`src/design/mhtq_pkg.sv`:
```
// Shared types, result codes and datapath command codes for the timer queue.
`default_nettype none
package mhtq_pkg;

    localparam int SLOTS_DEF = 16;

    localparam logic [2:0] K_ADDED     = 3'd0;
    localparam logic [2:0] K_FULL      = 3'd1;
    localparam logic [2:0] K_CANCELLED = 3'd2;
    localparam logic [2:0] K_IGNORED   = 3'd3;
    localparam logic [2:0] K_FIRED     = 3'd4;
    localparam logic [2:0] K_DONE      = 3'd5;

    localparam logic [1:0] M_ADD    = 2'd0;
    localparam logic [1:0] M_CANCEL = 2'd1;
    localparam logic [1:0] M_CHECK  = 2'd2;

    localparam logic [3:0] OP_NONE     = 4'd0;
    localparam logic [3:0] OP_ADD_INIT = 4'd1;
    localparam logic [3:0] OP_UP_STEP  = 4'd2;
    localparam logic [3:0] OP_CAN_INIT = 4'd3;
    localparam logic [3:0] OP_CAN_MOVE = 4'd4;
    localparam logic [3:0] OP_DN_A     = 4'd5;
    localparam logic [3:0] OP_DN_B     = 4'd6;
    localparam logic [3:0] OP_CHK_TOP  = 4'd7;
    localparam logic [3:0] OP_CHK_MOVE = 4'd8;
    localparam logic [3:0] OP_EMIT     = 4'd9;

    typedef struct packed {
        logic [1:0]  mode;
        logic [63:0] now;
        logic [31:0] delay;
        logic [3:0]  timer_id;
        logic [15:0] handler;
        logic [31:0] tag;
    } t_in;

    typedef struct packed {
        logic [2:0]  kind;
        logic [3:0]  slot_id;
        logic [15:0] fired_handler;
        logic [31:0] fired_tag;
        logic        next_valid;
        logic [31:0] next_delay;
        logic        last;
    } t_out;

    typedef struct packed {
        logic       load;
        logic [3:0] op;
    } t_cmd;

    typedef struct packed {
        logic [1:0] mode;
        logic       full;
        logic       ignore;
        logic       skip;
        logic       go_down;
        logic       settled;
        logic       fire;
        logic       count_zero;
        logic       out_free;
    } t_sts;

endpackage
`default_nettype wire

```
`src/design/min_heap_timer_queue_unit.sv`:
```
// Top level of the min-heap timer queue: sequencer, datapath and checks.
//
//  channel   direction  handshake                 payload
//  input     in         i_in_valid / o_in_ready   i_in_data  (mhtq_pkg::t_in)
//  output    out        o_out_valid / i_out_ready o_out_data (mhtq_pkg::t_out)
//
// One transaction in at a time; o_in_ready is high only while idle.
// Add: dispatch and insert, then sift up (UP) a level at a time, then load.
// Cancel: dispatch and unlink, then move the last entry into the hole and sift
// it up or down (DA, DB per level; none when ignored or when the last entry is
// cancelled), then load. Check: dispatch, then per fired timer read the top,
// move the last entry up and sink it (none once the heap is empty), then done.
// Cost is set by the single read port on the heap order and expiry arrays.
// Reset (synchronous, active low) empties the heap and rebuilds the free
// list at once. A stalled output holds the sequencer before the next result.
`default_nettype none
module min_heap_timer_queue_unit #(
    parameter int SLOTS = mhtq_pkg::SLOTS_DEF
) (
    input  wire logic           i_clk,
    input  wire logic           i_rst_n,
    input  wire logic           i_in_valid,
    output logic                o_in_ready,
    input  wire mhtq_pkg::t_in  i_in_data,
    output logic                o_out_valid,
    input  wire logic           i_out_ready,
    output mhtq_pkg::t_out      o_out_data
);
    mhtq_pkg::t_cmd w_cmd;
    mhtq_pkg::t_sts w_sts;

    mhtq_ctrl u_ctrl (
        .i_clk      (i_clk),
        .i_rst_n    (i_rst_n),
        .i_in_valid (i_in_valid),
        .i_sts      (w_sts),
        .o_in_ready (o_in_ready),
        .o_cmd      (w_cmd)
    );

    mhtq_dp #(.SLOTS(SLOTS)) u_dp (
        .i_clk       (i_clk),
        .i_rst_n     (i_rst_n),
        .i_cmd       (w_cmd),
        .i_in_data   (i_in_data),
        .i_out_ready (i_out_ready),
        .o_sts       (w_sts),
        .o_out_valid (o_out_valid),
        .o_out_data  (o_out_data)
    );

    // a new transaction is never taken right after one is accepted
    a_busy: assert property (@(posedge i_clk) disable iff (!i_rst_n)
        (i_in_valid && o_in_ready) |=> !o_in_ready)
        else $error("input taken while busy");

    // only fired results are non-final
    a_last: assert property (@(posedge i_clk) disable iff (!i_rst_n)
        (o_out_valid && o_out_data.kind != mhtq_pkg::K_FIRED) |-> o_out_data.last)
        else $error("final flag missing");

    // a fired result always precedes more output from the same check
    a_fired: assert property (@(posedge i_clk) disable iff (!i_rst_n)
        (o_out_valid && o_out_data.kind == mhtq_pkg::K_FIRED) |-> !o_in_ready)
        else $error("check ended after a fired result");
endmodule
`default_nettype wire

```
`src/design/mhtq_ctrl.sv`:
```
// Sequencer for the timer queue: walks add, cancel and check through datapath ops.
`default_nettype none
module mhtq_ctrl (
    input  wire logic          i_clk,
    input  wire logic          i_rst_n,
    input  wire logic          i_in_valid,
    input  wire mhtq_pkg::t_sts i_sts,
    output logic               o_in_ready,
    output mhtq_pkg::t_cmd     o_cmd
);
    localparam logic [3:0] S_IDLE = 4'd0;
    localparam logic [3:0] S_DISP = 4'd1;
    localparam logic [3:0] S_ADD  = 4'd2;
    localparam logic [3:0] S_CAN  = 4'd3;
    localparam logic [3:0] S_CMOV = 4'd4;
    localparam logic [3:0] S_UP   = 4'd5;
    localparam logic [3:0] S_DA   = 4'd6;
    localparam logic [3:0] S_DB   = 4'd7;
    localparam logic [3:0] S_CTOP = 4'd8;
    localparam logic [3:0] S_CMV  = 4'd9;
    localparam logic [3:0] S_EMIT = 4'd10;

    logic [3:0] r_state, n_state;
    logic       r_ret, n_ret;   // 1: sift returns to check loop
    logic [3:0] w_after;

    assign o_in_ready = (r_state == S_IDLE);
    assign w_after    = r_ret ? S_CTOP : S_EMIT;

    always_comb begin
        n_state    = r_state;
        n_ret      = r_ret;
        o_cmd.load = 1'b0;
        o_cmd.op   = mhtq_pkg::OP_NONE;
        unique case (r_state)
            S_IDLE: begin
                o_cmd.load = i_in_valid;
                if (i_in_valid) n_state = S_DISP;
            end
            S_DISP: begin
                n_ret = (i_sts.mode == mhtq_pkg::M_CHECK);
                if (i_sts.mode == mhtq_pkg::M_ADD) n_state = S_ADD;
                else if (i_sts.mode == mhtq_pkg::M_CANCEL) n_state = S_CAN;
                else if (i_sts.mode == mhtq_pkg::M_CHECK) n_state = S_CTOP;
                else n_state = S_IDLE;
            end
            S_ADD: begin
                o_cmd.op = mhtq_pkg::OP_ADD_INIT;
                n_state  = i_sts.full ? S_EMIT : S_UP;
            end
            S_CAN: begin
                o_cmd.op = mhtq_pkg::OP_CAN_INIT;
                n_state  = i_sts.ignore ? S_EMIT : S_CMOV;
            end
            S_CMOV: begin
                o_cmd.op = mhtq_pkg::OP_CAN_MOVE;
                if (i_sts.skip) n_state = S_EMIT;
                else if (i_sts.go_down) n_state = S_DA;
                else n_state = S_UP;
            end
            S_UP: begin
                o_cmd.op = mhtq_pkg::OP_UP_STEP;
                if (i_sts.settled) n_state = w_after;
            end
            S_DA: begin
                o_cmd.op = mhtq_pkg::OP_DN_A;
                n_state  = i_sts.settled ? w_after : S_DB;
            end
            S_DB: begin
                o_cmd.op = mhtq_pkg::OP_DN_B;
                n_state  = i_sts.settled ? w_after : S_DA;
            end
            S_CTOP: begin
                if (i_sts.out_free) begin
                    o_cmd.op = mhtq_pkg::OP_CHK_TOP;
                    n_state  = i_sts.fire ? S_CMV : S_IDLE;
                end
            end
            S_CMV: begin
                o_cmd.op = mhtq_pkg::OP_CHK_MOVE;
                n_state  = i_sts.count_zero ? S_CTOP : S_DA;
            end
            S_EMIT: begin
                if (i_sts.out_free) begin
                    o_cmd.op = mhtq_pkg::OP_EMIT;
                    n_state  = S_IDLE;
                end
            end
            default: n_state = S_IDLE;
        endcase
    end

    always_ff @(posedge i_clk) begin
        if (!i_rst_n) begin
            r_state <= S_IDLE;
            r_ret   <= 1'b0;
        end else begin
            r_state <= n_state;
            r_ret   <= n_ret;
        end
    end
endmodule
`default_nettype wire

```
`src/design/mhtq_dp.sv`:
```
// Datapath: slot tables, heap arrays, free list, sift unit and output register.
`default_nettype none
module mhtq_dp #(
    parameter int SLOTS = mhtq_pkg::SLOTS_DEF
) (
    input  wire logic           i_clk,
    input  wire logic           i_rst_n,
    input  wire mhtq_pkg::t_cmd i_cmd,
    input  wire mhtq_pkg::t_in  i_in_data,
    input  wire logic           i_out_ready,
    output mhtq_pkg::t_sts      o_sts,
    output logic                o_out_valid,
    output mhtq_pkg::t_out      o_out_data
);
    localparam int IW = $clog2(SLOTS);
    localparam int CW = $clog2(SLOTS + 1);
    localparam int XW = CW + 1;

    logic [IW-1:0] r_ord  [SLOTS];
    logic [63:0]   r_exp  [SLOTS];
    logic [IW-1:0] r_posn [SLOTS];
    logic [CW-1:0] r_link [SLOTS];
    logic [15:0]   r_hnd  [SLOTS];
    logic [31:0]   r_tag  [SLOTS];
    logic [SLOTS-1:0] r_act;
    logic [CW-1:0] r_free, r_cnt;

    mhtq_pkg::t_in  r_in;
    mhtq_pkg::t_out r_out;
    logic           r_out_valid;
    logic [IW-1:0]  r_pos, r_cur, r_bslot;
    logic [63:0]    r_cur_exp, r_tid_exp, r_bexp;
    logic [XW-1:0]  r_bidx;
    logic [2:0]     r_res_kind;
    logic [3:0]     r_res_slot;

    logic          w_tid_ok, w_full, w_ignore, w_fire, w_up_set, w_dna_end, w_dnb_set;
    logic          w_use2, w_out_load;
    logic [IW-1:0] w_tid, w_s, w_par, w_ord_addr, w_ord_rd, w_exp_addr, w_ch_slot;
    logic [63:0]   w_exp_rd, w_ch_exp, w_diff;
    logic [XW-1:0] w_c1, w_c2, w_ch_idx;
    logic [31:0]   w_nd;

    assign w_tid    = IW'(r_in.timer_id);
    assign w_tid_ok = (32'(r_in.timer_id) < SLOTS);
    assign w_s      = r_free[IW-1:0];
    assign w_full   = (r_free == CW'(SLOTS));
    assign w_par    = IW'((XW'(r_pos) - XW'(1)) >> 1);
    assign w_c1     = XW'({r_pos, 1'b1});
    assign w_c2     = r_bidx + XW'(1);

    always_comb begin
        unique case (i_cmd.op)
            mhtq_pkg::OP_UP_STEP:  w_ord_addr = w_par;
            mhtq_pkg::OP_DN_A:     w_ord_addr = w_c1[IW-1:0];
            mhtq_pkg::OP_DN_B:     w_ord_addr = w_c2[IW-1:0];
            mhtq_pkg::OP_CAN_MOVE,
            mhtq_pkg::OP_CHK_MOVE: w_ord_addr = r_cnt[IW-1:0];
            default:               w_ord_addr = '0;
        endcase
    end

    assign w_ord_rd   = r_ord[w_ord_addr];
    assign w_exp_addr = (i_cmd.op == mhtq_pkg::OP_CAN_INIT) ? w_tid : w_ord_rd;
    assign w_exp_rd   = r_exp[w_exp_addr];

    assign w_up_set  = (r_pos == '0) || !(w_exp_rd > r_cur_exp);
    assign w_dna_end = (w_c1 >= XW'(r_cnt));
    assign w_use2    = (w_c2 < XW'(r_cnt)) && (r_bexp > w_exp_rd);
    assign w_ch_slot = w_use2 ? w_ord_rd : r_bslot;
    assign w_ch_exp  = w_use2 ? w_exp_rd : r_bexp;
    assign w_ch_idx  = w_use2 ? w_c2 : r_bidx;
    assign w_dnb_set = !(r_cur_exp > w_ch_exp);

    assign w_ignore = !w_tid_ok || !r_act[w_tid] || (r_cnt == '0);
    assign w_fire   = (r_cnt != '0) && !(w_exp_rd > r_in.now);
    assign w_diff   = w_exp_rd - r_in.now;
    assign w_nd     = (|w_diff[63:32]) ? '1 : w_diff[31:0];

    assign w_out_load = (i_cmd.op == mhtq_pkg::OP_CHK_TOP) || (i_cmd.op == mhtq_pkg::OP_EMIT);

    always_comb begin
        o_sts.mode       = r_in.mode;
        o_sts.full       = w_full;
        o_sts.ignore     = w_ignore;
        o_sts.skip       = (XW'(r_pos) >= XW'(r_cnt));
        o_sts.go_down    = (w_exp_rd > r_tid_exp);
        o_sts.fire       = w_fire;
        o_sts.count_zero = (r_cnt == '0);
        o_sts.out_free   = !r_out_valid || i_out_ready;
        unique case (i_cmd.op)
            mhtq_pkg::OP_UP_STEP: o_sts.settled = w_up_set;
            mhtq_pkg::OP_DN_A:    o_sts.settled = w_dna_end;
            default:              o_sts.settled = w_dnb_set;
        endcase
    end

    assign o_out_valid = r_out_valid;
    assign o_out_data  = r_out;

    // control state: free list, active flags, count, output valid
    always_ff @(posedge i_clk) begin
        if (!i_rst_n) begin
            r_free      <= '0;
            r_cnt       <= '0;
            r_act       <= '0;
            r_out_valid <= 1'b0;
            for (int i = 0; i < SLOTS; i++) r_link[i] <= CW'(i + 1);
        end else begin
            r_out_valid <= w_out_load || (r_out_valid && !i_out_ready);
            unique case (i_cmd.op)
                mhtq_pkg::OP_ADD_INIT: begin
                    if (!w_full) begin
                        r_free     <= r_link[w_s];
                        r_act[w_s] <= 1'b1;
                        r_cnt      <= r_cnt + CW'(1);
                    end
                end
                mhtq_pkg::OP_CAN_INIT: begin
                    if (!w_ignore) begin
                        r_cnt         <= r_cnt - CW'(1);
                        r_link[w_tid] <= r_free;
                        r_act[w_tid]  <= 1'b0;
                        r_free        <= CW'(w_tid);
                    end
                end
                mhtq_pkg::OP_CHK_TOP: begin
                    if (w_fire) begin
                        r_cnt            <= r_cnt - CW'(1);
                        r_link[w_ord_rd] <= r_free;
                        r_act[w_ord_rd]  <= 1'b0;
                        r_free           <= CW'(w_ord_rd);
                    end
                end
                default: ;
            endcase
        end
    end

    // payload: tables, sift registers, result register
    always_ff @(posedge i_clk) begin
        if (i_cmd.load) r_in <= i_in_data;
        unique case (i_cmd.op)
            mhtq_pkg::OP_ADD_INIT: begin
                if (w_full) begin
                    r_res_kind <= mhtq_pkg::K_FULL;
                    r_res_slot <= '0;
                end else begin
                    r_exp[w_s] <= r_in.now + 64'(r_in.delay);
                    r_hnd[w_s] <= r_in.handler;
                    r_tag[w_s] <= r_in.tag;
                    r_pos      <= r_cnt[IW-1:0];
                    r_cur      <= w_s;
                    r_cur_exp  <= r_in.now + 64'(r_in.delay);
                    r_res_kind <= mhtq_pkg::K_ADDED;
                    r_res_slot <= 4'(w_s);
                end
            end
            mhtq_pkg::OP_UP_STEP: begin
                if (w_up_set) begin
                    r_ord[r_pos]  <= r_cur;
                    r_posn[r_cur] <= r_pos;
                end else begin
                    r_ord[r_pos]     <= w_ord_rd;
                    r_posn[w_ord_rd] <= r_pos;
                    r_pos            <= w_par;
                end
            end
            mhtq_pkg::OP_CAN_INIT: begin
                r_res_kind <= w_ignore ? mhtq_pkg::K_IGNORED : mhtq_pkg::K_CANCELLED;
                r_res_slot <= r_in.timer_id;
                r_pos      <= r_posn[w_tid];
                r_tid_exp  <= w_exp_rd;
            end
            mhtq_pkg::OP_CAN_MOVE,
            mhtq_pkg::OP_CHK_MOVE: begin
                r_cur     <= w_ord_rd;
                r_cur_exp <= w_exp_rd;
            end
            mhtq_pkg::OP_DN_A: begin
                if (w_dna_end) begin
                    r_ord[r_pos]  <= r_cur;
                    r_posn[r_cur] <= r_pos;
                end else begin
                    r_bidx  <= w_c1;
                    r_bslot <= w_ord_rd;
                    r_bexp  <= w_exp_rd;
                end
            end
            mhtq_pkg::OP_DN_B: begin
                if (w_dnb_set) begin
                    r_ord[r_pos]  <= r_cur;
                    r_posn[r_cur] <= r_pos;
                end else begin
                    r_ord[r_pos]      <= w_ch_slot;
                    r_posn[w_ch_slot] <= r_pos;
                    r_pos             <= w_ch_idx[IW-1:0];
                end
            end
            mhtq_pkg::OP_CHK_TOP: begin
                r_pos <= '0;
                if (w_fire) begin
                    r_out <= '{kind: mhtq_pkg::K_FIRED, slot_id: 4'(w_ord_rd),
                               fired_handler: r_hnd[w_ord_rd],
                               fired_tag: r_tag[w_ord_rd],
                               next_valid: 1'b0, next_delay: '0, last: 1'b0};
                end else begin
                    r_out <= '{kind: mhtq_pkg::K_DONE, slot_id: '0,
                               fired_handler: '0, fired_tag: '0,
                               next_valid: (r_cnt != '0),
                               next_delay: (r_cnt != '0) ? w_nd : '0, last: 1'b1};
                end
            end
            mhtq_pkg::OP_EMIT: begin
                r_out <= '{kind: r_res_kind, slot_id: r_res_slot,
                           fired_handler: '0, fired_tag: '0,
                           next_valid: 1'b0, next_delay: '0, last: 1'b1};
            end
            default: ;
        endcase
    end
endmodule
`default_nettype wire
```
`config.mk`:
```
export PLATFORM = sky130hd
export DESIGN_NAME = min_heap_timer_queue_unit
export DESIGN_NICKNAME = d
export VERILOG_FILES = /design/src/design/mhtq_pkg.sv /design/src/design/min_heap_timer_queue_unit.sv /design/src/design/mhtq_ctrl.sv /design/src/design/mhtq_dp.sv
export SDC_FILE = /design/constraint.sdc
export NUM_CORES = 2
export LEC_CHECK = 0
export BUFFER_PORTS_ARGS = -buffer_cell sky130_fd_sc_hd__buf_2
export CORE_AREA = 2 2 421 423
export CTS_CLUSTER_DIAMETER = 120
export CTS_CLUSTER_SIZE = 10
export DETAILED_ROUTE_END_ITERATION = 12
export DIE_AREA = 0 0 423 425
export GPL_TIMING_DRIVEN = 0
export PLACE_DENSITY_LB_ADDON = 0.05
export SYNTH_ARGS = -nofsm -noshare
export SYNTH_HDL_FRONTEND = slang
export SYNTH_SLANG_ARGS = --single-unit
```
`constraint.sdc`:
```
create_clock -name i_clk -period 11.5 [get_ports i_clk]
set_clock_uncertainty 0.1 [all_clocks]
set_input_delay 2.3 -clock i_clk [delete_from_list [all_inputs] [get_ports i_clk]]
set_output_delay 2.3 -clock i_clk [all_outputs]
set_load 0.02 [all_outputs]
```
After elaboration in Yosys (flattened, before gate mapping)

Memories as Yosys holds them, arrays and structs flattened. A register that Yosys moved wholly into a read port is not among the register bits.
Cells that the tools add are included.

Logic and storage cells: 247
Flip-flop bits (word level): 486
Bits in writable memories: 2000
Input port bits: 154
Memories kept: 6

Memories:

| memory      | depth | width | rd ports | clocked after Yosys merged registers in | write ports | RTL line      | text |
|---|---|---|---|---|---|---|---|
| u_dp.r_exp  | 16    | 64    | 1        | 0                                       | 1           | mhtq_dp.sv:20 | `logic [63:0] r_exp [SLOTS];` |
| u_dp.r_tag  | 16    | 32    | 1        | 0                                       | 1           | mhtq_dp.sv:24 | `logic [31:0] r_tag [SLOTS];` |
| u_dp.r_hnd  | 16    | 16    | 1        | 0                                       | 1           | mhtq_dp.sv:23 | `logic [15:0] r_hnd [SLOTS];` |
| u_dp.r_link | 16    | 5     | 1        | 1                                       | 16          | mhtq_dp.sv:22 | `logic [CW-1:0] r_link [SLOTS];` |
| u_dp.r_ord  | 16    | 4     | 1        | 0                                       | 1           | mhtq_dp.sv:19 | `logic [IW-1:0] r_ord [SLOTS];` |
| u_dp.r_posn | 16    | 4     | 1        | 1                                       | 1           | mhtq_dp.sv:21 | `logic [IW-1:0] r_posn [SLOTS];` |

Mux-type cells: 112
Bitwise gates (word level): 12
$add $sub $neg: 6
Equality and inequality tests: 31
$lt $le $gt $ge: 14
Reduce and logical (&&, ||, !) cells: 38

Operators with widths:

| kind                                           | count |
|---|---|
| > comparator 64 bit                            | 5 |
| one-hot mux 89 bit (2 select lines)            | 1 |
| two-way mux 4 bit                              | 38 |
| two-way mux 64 bit                             | 2 |
| one-hot mux 64 bit (2 select lines)            | 1 |
| two-way mux 87 bit                             | 1 |
| adder 64 x 32 -> 64 bit                        | 1 |
| two-way mux 32 bit                             | 2 |
| subtractor 64 bit                              | 1 |
| two-way mux 16 bit                             | 3 |
| one-hot mux 16 bit (3 select lines)            | 1 |
| one-hot mux 4 bit (11 select lines)            | 1 |
| two-way mux 5 bit                              | 8 |
| two-way mux 1 bit                              | 38 |
| one-hot mux 4 bit (9 select lines)             | 1 |
| AND 16 bit                                     | 2 |
| == test 4 x 3 -> 1 bit (second input constant) | 8 |
| inverter 16 bit                                | 2 |
| OR reduction 32 bit                            | 1 |
| one-hot mux 5 bit (3 select lines)             | 2 |
| == test 4 bit (second input constant)          | 5 |
| one-hot mux 4 bit (5 select lines)             | 1 |
| == test 4 x 2 -> 1 bit (second input constant) | 4 |
| bitwise OR 16 bit                              | 1 |
| other kinds (39)                               | 83 |

Logic depth before layout (Yosys ltp)

An unclocked memory read counts as a cell.

Word-level depth: 20
Mapped depth: 42

Modules after synthesis

From an unflattened synthesis, not the netlist that was laid out.

Cell total of the unflattened synthesis: 7516
Area, all modules: 112645.5 um^2

By module, submodules not included:

| module    | instances | area each (um^2) | cells each | seq. area each (um^2) |
|---|---|---|---|---|
| mhtq_dp   | 1         | 112032.4         | 7434       | 74361.3 |
| mhtq_ctrl | 1         | 613.1            | 82         | 100.1 |

Worst setup path before layout

No wires, ideal clock.

Path type: reg-to-reg
Start: reg u_dp.r_pos[0]
End: mem u_dp.r_posn[7][0] (netlist name) (enable)
Slack: 0.959 ns
Stages on the path, launching flop included: 40
Buffers on the path: 7
Arrival: 10.111 ns
Data required time: 11.070 ns
Cell sequence: edfxtp_1 -> inv_1 -> ha_1 -> or3b_1 -> a21oi_2 -> or2_1 -> buf_6 -> buf_6 -> mux2i_1 -> mux2i_1 -> mux2_2 -> a311o_1 -> clkbuf_1 -> buf_4 -> nand2b_1 -> clkbuf_1 -> o22ai_1 -> a21oi_2 -> [... 4 more ...] -> or4_1 -> a2111oi_0 -> o31ai_1 -> a31oi_1 -> clkbuf_1 -> clkbuf_1 -> mux2i_1 -> ha_1 -> nand4_1 -> or2_2 -> nor3_1 -> nand2_1 -> o2111a_1 -> a211oi_1 -> a21boi_0 -> o221ai_1 -> or3b_1 -> nor2_1

Word-level cells in the longest chain between the ends: 15
Elaborated cells between the ends (all ways): 38

Ends and longest elaborated chain:

| element                                                                     | RTL line                       | text |
|---|---|---|
| from (decl)                                                                 | mhtq_dp.sv:31                  | `logic [IW-1:0] r_pos, r_cur, r_bslot;` |
| from (signal assigned)                                                      | mhtq_dp.sv:152                 | `r_pos <= r_cnt[IW-1:0];` |
| from (signal assigned)                                                      | mhtq_dp.sv:166                 | `r_pos <= w_par;` |
| from (signal assigned)                                                      | mhtq_dp.sv:172                 | `r_pos <= r_posn[w_tid];` |
| subtractor 4 x 1 -> 5 bit                                                   | mhtq_dp.sv:48                  | `assign w_par = IW'((XW'(r_pos) - XW'(1)) >> 1);` |
| one-hot mux 4 bit (4 select lines) (*)                                      | mhtq_dp.sv:53                  | `unique case (i_cmd.op)` |
| memory (16 x 4 bit) (*)                                                     | --                             |  |
| two-way mux 4 bit (*)                                                       | mhtq_dp.sv:64                  | `assign w_exp_addr = (i_cmd.op == mhtq_pkg::OP_CAN_INIT) ? w_tid : w_ord_rd;` |
| memory (16 x 64 bit) (*)                                                    | --                             |  |
| via u_dp.w_exp_rd[27]                                                       | mhtq_dp.sv:40                  | `logic [63:0] w_exp_rd, w_ch_exp, w_diff;` |
| > comparator 64 bit, on equally long branches                               | mhtq_dp.sv:69, mhtq_dp.sv:67   |  |
| logical AND 1 bit or zero test 1 bit (tied branches)                        | mhtq_dp.sv:69, mhtq_dp.sv:67   |  |
| two-way mux 64 bit or logical OR 1 bit (tied branches)                      | mhtq_dp.sv:71, mhtq_dp.sv:67   |  |
| > comparator 64 bit or two-way mux 1 bit (tied branches)                    | mhtq_dp.sv:73, mhtq_dp.sv:160  |  |
| two-way mux 1 bit, on equally long branches                                 | mhtq_dp.sv:191, mhtq_dp.sv:143 |  |
| two-way mux 1 bit, on equally long branches                                 | mhtq_dp.sv:143, mhtq_dp.sv:162 |  |
| two-way mux 1 bit (implied by the code) or bitwise OR 1 bit (tied branches) | --                             |  |
| bitwise OR 1 bit (no source line)                                           | --                             |  |
| two-way mux 1 bit (no source line) (2 in series)                            | --                             |  |
| to (decl)                                                                   | mhtq_dp.sv:21                  |  |

Mark *: on every way through the listed nets, which the timed path passes. The rest lies on a longest branch.

Worst setup path after layout

Start: reg u_dp.r_pos[0]
End: mem u_dp.r_posn[9][1] (netlist name) (enable)

Same word-level chain as after synthesis.

==> out/results.ini <==
[place]
port_buffers = 244
routabilityCongestion = 0.943
dp.cells = 9524
dp_hpwl_mm = 204

[cells_and_area]
final_core_util_pct = 71.9
layout_common_cells = edfxtp_1 (2453), mux2i_1 (736), buf_2 (377)
layout-drive-gt1-share_pct = 20.8
multiInputGateArea_mm2 = 0.0339
final_nets = 8065
seqCellArea_mm2 = 0.0745
final_common_cell = edfxtp_1
syn2layout_area_growth_pct = 14.8
instances_no_fill = 9906
n_fill_cell = 11000

[clock_network]
ctsLongestPathBuffers = 4
cts_sinks = 2493
numCtsBuffers = 299
htree_levels = 5
clock_latency_ps = 930
clkTransAtPathRegs_ps = 60
cts_tree = yes
clockRootBuffer = clkbuf_16

[worst_setup_path]
startpoint_type = flip-flop
cp-end-kind = flip-flop
crit_fanout = 20
cp_data_required_time_ps = 11970
arrival_ps = 11730
cp_slowest_cell = or4_4
cpPeakStageDelay_ps = 630
critical_path_class = flip-flop to flip-flop

[global_route]
grt.overflow.total = 0
grt_pass1_wl_mm = 431
track_usage_pct = 32.9
grt_pass1_vias = 64900
grt_max_degree = 99
antenna_found_initial = 13

[synthesis]
ys_ff_latch = 2493
seq_area_frac_synth_pct = 67.8
synth.distinct_cells = 99
yosysWarnings = 0
synth_async_sr_flop_share_pct = 0
synthFlopType = edfxtp_1
syn_nets = 7302
syn_area_per_cell_um2 = 16.2
syn_inst = 6773
synth-edff-count = 2453
syn_area_mm2 = 0.110

[detailed_routing]
drtAntennaViolNets = 0
vias = 65300
drt-total-wl_mm = 296
wire_per_inst_um = 29.9
drtIter0Drc = 7635
remaining_drc_errors = 0
viasPerCell = 6.59
drt-pass1-iter-count = 6

[status]
outcome = complete, no violations

[floorplanning]
ios = 245
num_rows = 154
core-area_mm2 = 0.175
die_h_um = 425
initial_core_util_pct = 62.6
fp.dieW_um = 423
die_area_mm2 = 0.180

[sta]
timing.final.crit_share_pct = 97.9
hold_viol = 0
finalCriticalPeriod_ps = 11250
tightest_slew_ps = 1390
fmax_mhz = 88.9
setup-violations-final = 0
relSlewSlack_pct = 6.87
final_max_slew_viol_count = 0

[power_and_ir_drop]
p_total_uw = 22400
power_density_mw_per_mm2 = 177
ir_drop_mv = 0.172
total_leakage_power_uw = 0.0452

[hold_path]
hp-class = flip-flop to flip-flop

[job]
max_cap_viol_count = 0

==> per-stage QoR <==
step,cell area [um2],hold slack (ps),TNS (ps),setup WS (ps)
finish,126000,391,0,246
global route,126000,431,-137,-25.8
CTS,126000,387,-0.290,-0.231
detailed placement,117000,379,-639550,-4740
global placement,114000,370,-5863540,-8360
floorplan,110000,347,0,959
==> power breakdown <==
| part | internal (uW) | switching (uW) | total (uW) |
|---|---|---|---|
| Sequential | 10700 | 198 | 10900 |
| Combinational | 1130 | 2330 | 3460 |
| Clock | 4660 | 3320 | 7980 |
| Total | 16500 | 5850 | 22400 |
==> state kept, by name, indices dropped and copies added (netlist names), 80 cells and up, named ones only <==
register         cells
u_dp.r_hnd         256
u_dp.r_exp        1024
u_dp.r_in          144
u_dp.o_out_data     89
u_dp.r_tag         512
u_dp.r_link         80
==> routing by layer <==
metal / vias up / track usage (%) / wire length [um]
met5: - / 0 / 37
met3: 603 / 4.94 / 24600
li1: 28200 / - / -
met4: 4 / 12.3 / 11400
met1: 33300 / 46.1 / 119000
met2: 3225 / 53.1 / 141000
==> final cells by class <==
class                      count  share of cell area, %
clock inverter                 4                 0.0397
clock buffer                 320                   6.10
multi-input combinational   3666                   26.9
tap                         2340                   2.32
sequential                  2493                   59.1
timing repair buffer         459                   3.35
buffer                       294                   1.22
antenna                        7                 0.0139
inverter                     323                  0.968
==> final timing paths <==
| path | from | endpoint | slack (ps) | cells past startpoint |
|---|---|---|---|---|
| max | u_dp.r_pos[0] | u_dp.r_posn[9][1] | 250 | 42 |
| min reg2reg | u_ctrl.r_ret | u_ctrl.r_ret | 390 | 2 |
| max reg2reg | u_dp.r_pos[0] | u_dp.r_posn[9][1] | 250 | 42 |
| min | u_ctrl.r_ret | u_ctrl.r_ret | 390 | 2 |
==> worst max-delay path: cells and delay by family, from the launching register on <==
family,cells,cell delay [ps]
AO/OA/AOI/OAI,19,4780
buffers and inverters,11,2410
AND/OR/NAND/NOR,8,2130
adder cells (fa/ha/maj),3,850
flip-flops,1,420
multiplexers,1,170
==> timing repair <==
action                                  4_1_cts  5_1_grt
cloned                                        3        0
setup buffers                                27       21
endpoints found under the setup margin      352      102
pin swaps                                    16       12
hold buffers                                  0        0
resized for setup                           100       60
==> cell usage after synthesis (24+ instances only) <==
library cell	n	area, um2
dfxtp_1	40	801
o21a_1	29	218
a21oi_1	248	1240
mux2_2	73	822
edfxtp_1	2453	73700
a21oi_2	67	587
nor2b_1	35	219
nand2b_1	27	169
inv_1	319	1200
xnor2_1	85	744
nand3_1	207	1040
a211oi_1	24	180
a21o_1	121	908
nor3_1	96	480
ha_1	372	4650
mux2i_1	738	7390
o21ai_0	150	751
o22ai_1	131	820
xor2_1	28	245
mux4_2	296	6670
and2_1	26	163
nand2_1	234	878
nor2_1	205	769
buf_2	132	661
nand4_1	82	513
clkbuf_1	117	439
o211ai_1	91	683
==> kinds of logic (layout without fill, tap and decap cells) <==
| family | count (synthesis) | count (layout) | synth area share [%] |
|---|---|---|---|
| flops | 2493 | 2493 | 67.8 |
| mux | 1108 | 1108 | 13.6 |
| compound gates | 1040 | 1043 | 6.35 |
| simple gates | 1027 | 1027 | 4.59 |
| buf+inv | 617 | 1400 | 2.45 |
| fa+ha+maj | 375 | 375 | 4.30 |
| xor+xnor | 113 | 113 | 0.902 |
| other cells | 0 | 7 | 0 |
(Power assumes the default switching activity.)
